===== src/sv/priority_queue_with_delete_top_two_top_assert.svh =====
// Assertion macros used by the priority queue RTL.
`ifndef PRIORITY_QUEUE_WITH_DELETE_TOP_TWO_TOP_ASSERT_SVH
`define PRIORITY_QUEUE_WITH_DELETE_TOP_TWO_TOP_ASSERT_SVH

// Check a consequence in the same cycle.
`define PQD_ASSERT_IMPLY(lbl, ante, cons, msg) \
  lbl: assert property (@(posedge clk_i) disable iff (!rst_ni) (ante) |-> (cons)) \
    else $error(msg);

// Check a consequence in the following cycle.
`define PQD_ASSERT_NEXT(lbl, ante, cons, msg) \
  lbl: assert property (@(posedge clk_i) disable iff (!rst_ni) (ante) |=> (cons)) \
    else $error(msg);

`endif


===== src/sv/pqd_pkg.sv =====
// Package with sizes, types and helpers of the priority queue.
package pqd_pkg;

  localparam int unsigned DEPTH       = 64;
  localparam int unsigned VALUE_WIDTH = 32;
  localparam int unsigned IN_W        = 32;
  localparam int unsigned COUNT_OUT_W = 7;
  localparam int unsigned CNT_W       = $clog2(DEPTH + 1);
  localparam int unsigned GROUP       = 8;
  localparam int unsigned NGROUP      = (DEPTH + GROUP - 1) / GROUP;

  typedef enum logic [1:0] {
    ST_OK   = 2'd0,
    ST_FULL = 2'd1,
    ST_MISS = 2'd2
  } status_e;

  typedef struct packed {
    logic                   ins;
    logic                   rem;
    logic [VALUE_WIDTH-1:0] value;
  } cmd_t;

  function automatic logic [VALUE_WIDTH-1:0] fit_value(input logic [IN_W-1:0] x);
    logic [VALUE_WIDTH+IN_W-1:0] ext;
    ext = {{VALUE_WIDTH{1'b0}}, x};
    return ext[VALUE_WIDTH-1:0];
  endfunction

  function automatic logic [IN_W-1:0] fit_out(input logic [VALUE_WIDTH-1:0] x);
    logic [VALUE_WIDTH+IN_W-1:0] ext;
    ext = {{IN_W{1'b0}}, x};
    return ext[IN_W-1:0];
  endfunction

  function automatic logic [COUNT_OUT_W-1:0] fit_count(input logic [CNT_W-1:0] c);
    logic [CNT_W+COUNT_OUT_W-1:0] ext;
    ext = {{COUNT_OUT_W{1'b0}}, c};
    return ext[COUNT_OUT_W-1:0];
  endfunction

endpackage


===== src/sv/pqd_cell.sv =====
// One cell of the sorted shift row: holds an entry and shifts with its neighbors.
module pqd_cell (
  input  logic                            clk_i,
  input  pqd_pkg::cmd_t                   cmd_i,
  input  logic                            occ_i,
  input  logic                            tail_i,
  input  logic [pqd_pkg::VALUE_WIDTH-1:0] left_entry_i,
  input  logic                            left_pos_i,
  input  logic [pqd_pkg::VALUE_WIDTH-1:0] right_entry_i,
  output logic [pqd_pkg::VALUE_WIDTH-1:0] entry_o,
  output logic                            pos_o,
  output logic                            eq_o
);

  logic [pqd_pkg::VALUE_WIDTH-1:0] entry_q, entry_d;
  logic                            ge;

  assign pos_o = (occ_i && (entry_q > cmd_i.value)) || tail_i;
  assign ge    = occ_i && (entry_q >= cmd_i.value);
  assign eq_o  = occ_i && (entry_q == cmd_i.value);

  always_comb begin
    entry_d = entry_q;
    if (cmd_i.ins) begin
      if (left_pos_i) begin
        entry_d = left_entry_i;
      end else if (pos_o) begin
        entry_d = cmd_i.value;
      end
    end else if (cmd_i.rem && ge) begin
      entry_d = right_entry_i;
    end
  end

  always_ff @(posedge clk_i) begin
    entry_q <= entry_d;
  end

  assign entry_o = entry_q;

endmodule


===== config.mk =====
export PLATFORM = sky130hd
export DESIGN_NAME = pqd_cell
export DESIGN_NICKNAME = d
export VERILOG_FILES = /design/src/sv/priority_queue_with_delete_top_two_top_assert.svh /design/src/sv/pqd_pkg.sv /design/src/sv/pqd_cell.sv
export SDC_FILE = /design/constraint.sdc
export NUM_CORES = 1
export LEC_CHECK = 0
export ABC_CLOCK_PERIOD_IN_PS = 4350
export BUFFER_PORTS_ARGS = -buffer_cell sky130_fd_sc_hd__buf_2
export CORE_ASPECT_RATIO = 1.25
export CORE_MARGIN = 2
export CORE_UTILIZATION = 30
export DETAILED_ROUTE_END_ITERATION = 12
export GPL_TIMING_DRIVEN = 0
export SYNTH_ARGS = -nofsm -noshare
export SYNTH_HDL_FRONTEND = slang
export SYNTH_SLANG_ARGS = --single-unit

===== constraint.sdc =====
create_clock -name clk_i -period 4.35 [get_ports clk_i]
set_input_delay 0.2175 -clock clk_i [delete_from_list [all_inputs] [get_ports clk_i]]
set_output_delay 0.2175 -clock clk_i [all_outputs]
set_load 0.05 [all_outputs]

# Word level (Yosys, flattened, before mapping)
# Cells that the tools add are included.
# word_totals
regBits,32
in_bits,102
out_inout_bits,34
wordCells,16
# classes
n_lt_le_gt_ge,2
eq_ne,2
n_mux,4
n_reduce_logical,7
# ops
op,n
$mux 32,4
$eq 32x32->1,1
$ge 32x32->1,1
$gt 32x32->1,1
$logic_and 1x1->1,4
$ne 3x1->1 const B,1
$reduce_and 2->1,1
$reduce_bool 2->1,1
$logic_or 1x1->1,1

# Longest topological paths before layout
# depth
depth_word,6
mapped_depth,8
mapped_depth_nobuf,8

# Worst setup path before layout
# No wires, ideal clock.
# synth_path
path_kind,reg-to-reg
from,register entry_q (netlist bit entry_o[14])
to,"register entry_q (netlist bit entry_o[0]), enable pin"
setup_ns,0.425
arrival_ns,3.297
t_required_ns,3.925
path_slack_ns,0.628
stages_incl_launch_ff,8
path_buffers,0
period_less_slack_ns,3.722
cell_sequence,edfxtp_1 -> ha_1 -> nand4_2 -> nor4_2 -> and3_1 -> or2b_2 -> a31o_1 -> o21ai_1
# synth_between
elab_chain_cells,5
word_cells_on_any_way,9
cone_classes,order compare: 2; eq/ne: 1; reduce/logical: 6
# synth_lines
element,line_no,source
start: declaration,pqd_cell.sv:15,"logic [pqd_pkg::VALUE_WIDTH-1:0] entry_q, entry_d;"
start signal: assignment,pqd_cell.sv:36,entry_q <= entry_d;
$gt 32x32->1 / $ge 32x32->1 (equally long branches),"pqd_cell.sv:18, pqd_cell.sv:19",
"$logic_and 1x1->1, on equally long branches","pqd_cell.sv:18, pqd_cell.sv:19",
$logic_or 1x1->1 / $logic_and 1x1->1 (equally long branches),"pqd_cell.sv:18, pqd_cell.sv:30",
$ne 3x1->1 (no line) / $reduce_bool 2->1 (equally long branches),-,
$reduce_and 2->1 (no line) *,-,
# Every way passes the cells marked *; elsewhere a longest branch is shown, timed or not.
# A chain may end at the register's enable or synchronous reset.

# Worst setup path in the final report
# layout_path
from,register entry_q (netlist bit entry_o[10])
to,"register entry_q (netlist bit entry_o[13]), enable pin"
# Same word-level chain as after synthesis.

==> reports/results.txt <==
PortBufs - 133
Crit path required time - 4.34 ns
CP Capture Type - flop
Post-Syn Area - 0.00252 mm²
Vias per inst - 4.76
# rows - 37
WS Path Type - flop to flop
Final Util - 41.8%
Core region area - 0.00819 mm²
WHS - 0.247 ns
Final net count - 536
Deepest clock path buffer count - 2
Arr. time, crit path - 2.86 ns
Cts hold-fix bufs - 0
Post-DP HPWL - 5.72 mm
Largest stage delay, worst path - 0.54 ns
Average wire per standard cell - 13.8 µm
Initial antenna violation count - 0
Worst slew pin tran - 0.594 ns
PD cells - 306 mW/mm²
Synth Register Bits - 32
Max FFs per register - 32
Area Overhead vs Synth - 36.1%
Final setup viols - 0
DR vias - 2378
Setup crit start kind - flop
Total congestion overflow - 0
Synth Area per Inst - 9.65 µm²
Crit Path Max Fanout - 18
Total Routing Usage GR - 15.2%
Post-CTS Setup Bufs - 0
Async set or reset register ratio after synthesis - 0%
CTS sink cnt - 32
Post-synth EDFFs - 32
# DRC - 0
FILL cells - 853
Ant. Diodes - 0
1st-pass router iterations - 4
DIE AREA - 0.00915 mm²
First-pass GRT wire length - 11.0 mm
Unrepaired setup endpoints after global routing - false
Hold Crit Class - input port to flop
Net count after synthesis - 395
Leakage power - 0.00176 µW
Post-synth cell types - 32
Root buffer cell - clkbuf_8
Largest net degree at the start of global routing - 19
CTS Buf Count - 5
Fin crit share - 65.9%
Status - finished, final reports clean
VDD IR max - 0.143 mV
CTS tree - done
Slew Viols, Final - 0
Slowest-stage cell, CP - o21ai_4
Max cap viols - 0
Cells after Synth - 261
Die width - 86.0 µm
Final min period - 2.87 ns
Drt total wl - 6.90 mm
Highest Clock Rate - 349 MHz
H-tree depth - 2
Worst slew margin - 60.2%
Critical-path cell list - ha_1 > nand4_1 > nor4_2 > a21bo_1 > o211ai_1 > a211oi_1 > o21ai_4 > buf_16
Initial Util - 30.7%
Clk_lat worst skew - 0.28 ns
Ys Warns - 0
Register area share after synthesis - 38.2%
Share of cells above drive strength 1 - 38.0%
Worst-path clk slew - 0.07 ns
Most used flip-flop cell after synthesis - edfxtp_1
Die H - 106 µm
Post-CTS resize count - 0
DR iter-0 viols - 57
Clk_skew - 0.00499 ns
Final hold violations - 0
Boundary pin count - 136
Global placement routability congestion - 0.806
Vias in the first global route - 2379
Final antenna-violating net count - 0
[path summary, 6_finish.rpt]
| path | start | to | slack [ns] | cells after the start |
|---|---|---|---|---|
| hold reg to reg | entry_o[31] | entry_o[27] | 1.43 | 5 |
| setup / recovery | entry_o[10] | entry_o[13] | 1.48 | 8 |
| hold / removal | right_entry_i[8] | entry_o[8] | 0.25 | 3 |
| setup reg to reg | entry_o[10] | entry_o[13] | 1.48 | 8 |
[layer usage]
layer | vias up | global-route usage, % | part of all wire [%]
li1 | 1223 | - | -
met1 | 1063 | 17.4 | 42
met2 | 84 | 27.2 | 49
met3 | 8 | 4.04 | 7.7
met4 | 0 | 4.20 | 1.5
met5 | - | 0 | 0
[synthesized netlist by cell type, types with 2 or more instances]
| library cell | count | area, µm² |
|---|---|---|
| clkbuf_1 | 8 | 30.0 |
| nor2_1 | 35 | 131 |
| a21oi_1 | 45 | 225 |
| edfxtp_1 | 32 | 961 |
| o21ai_1 | 2 | 10.0 |
| nand4_1 | 3 | 18.8 |
| a211oi_1 | 2 | 15.0 |
| a21o_1 | 2 | 15.0 |
| nor4_2 | 2 | 25.0 |
| inv_1 | 32 | 120 |
| nand2_1 | 7 | 26.3 |
| nand3_1 | 4 | 20.0 |
| nand4_2 | 2 | 25.0 |
| buf_2 | 3 | 15.0 |
| a221oi_1 | 2 | 17.5 |
| mux2i_1 | 32 | 320 |
| o211ai_1 | 2 | 15.0 |
| ha_1 | 32 | 400 |
[cell families (layout without fill, tap and decap cells)]
group                    Yosys count  in the layout  synth area share (%)
multiplexers                      32             32                  12.7
adder cells (fa/ha/maj)           32             32                  15.9
AO/OA/AOI/OAI                     61             61                  13.7
flip-flops                        32             32                  38.2
buffers and inverters             44            186                  7.10
AND/OR/NAND/NOR                   60             60                  12.5
[area by class of cell]
cell class | instances | area [µm²] | area share (%)
flip-flops and latches | 32 | 961 | 28.0
repair buffers | 134 | 693 | 20.2
plain buffers | 12 | 58.8 | 1.72
clock buffers | 5 | 68.8 | 2.01
multi-input cells | 185 | 1390 | 40.6
inverters | 32 | 120 | 3.50
well taps | 97 | 121 | 3.54
clock inverters | 3 | 13.8 | 0.402
[metrics by stage]
stage          power, µW  TNS, ns  cell area, µm²  cells  setup slack [ns]
6_report            1050        0            3430    500              1.48
5_1_grt             1120        0            3430    500              1.21
4_1_cts             1070        0            3430    500              1.34
3_5_place_dp         836        0            3340    492              1.37
3_3_place_gp         820    -7.98            3310    491            -0.251
2_1_floorplan        697        0            2520    261             0.628
[critical path, delay by kind of cell, from the launching register on]
| family | cells | cell delay (ns) |
|---|---|---|
| flops | 1 | 0.40 |
| fa+ha+maj | 1 | 0.35 |
| buf+inv | 1 | 0.24 |
| simple gates | 2 | 0.49 |
| compound gates | 4 | 1.09 |
[placed cells by master (no fill, tap or decap), types with 3 or more instances in the layout]
cell | Yosys | final
nand2_1 | 7 | 7
a21oi_1 | 45 | 45
mux2i_1 | 32 | 32
inv_1 | 32 | 32
buf_2 | 3 | 136
nor2_1 | 35 | 35
clkbuf_8 | 1 | 6
edfxtp_1 | 32 | 32
clkbuf_1 | 8 | 8
ha_1 | 32 | 32
nand4_1 | 3 | 3
nand3_1 | 4 | 4
[where the power goes]
| group | switching, µW | total (µW) | internal (µW) |
|---|---|---|---|
| sequential | 18.0 | 406 | 388 |
| combinational | 274 | 416 | 142 |
| clock | 116 | 225 | 109 |
| total | 408 | 1050 | 639 |
Power figures use the tool's default switching activity.
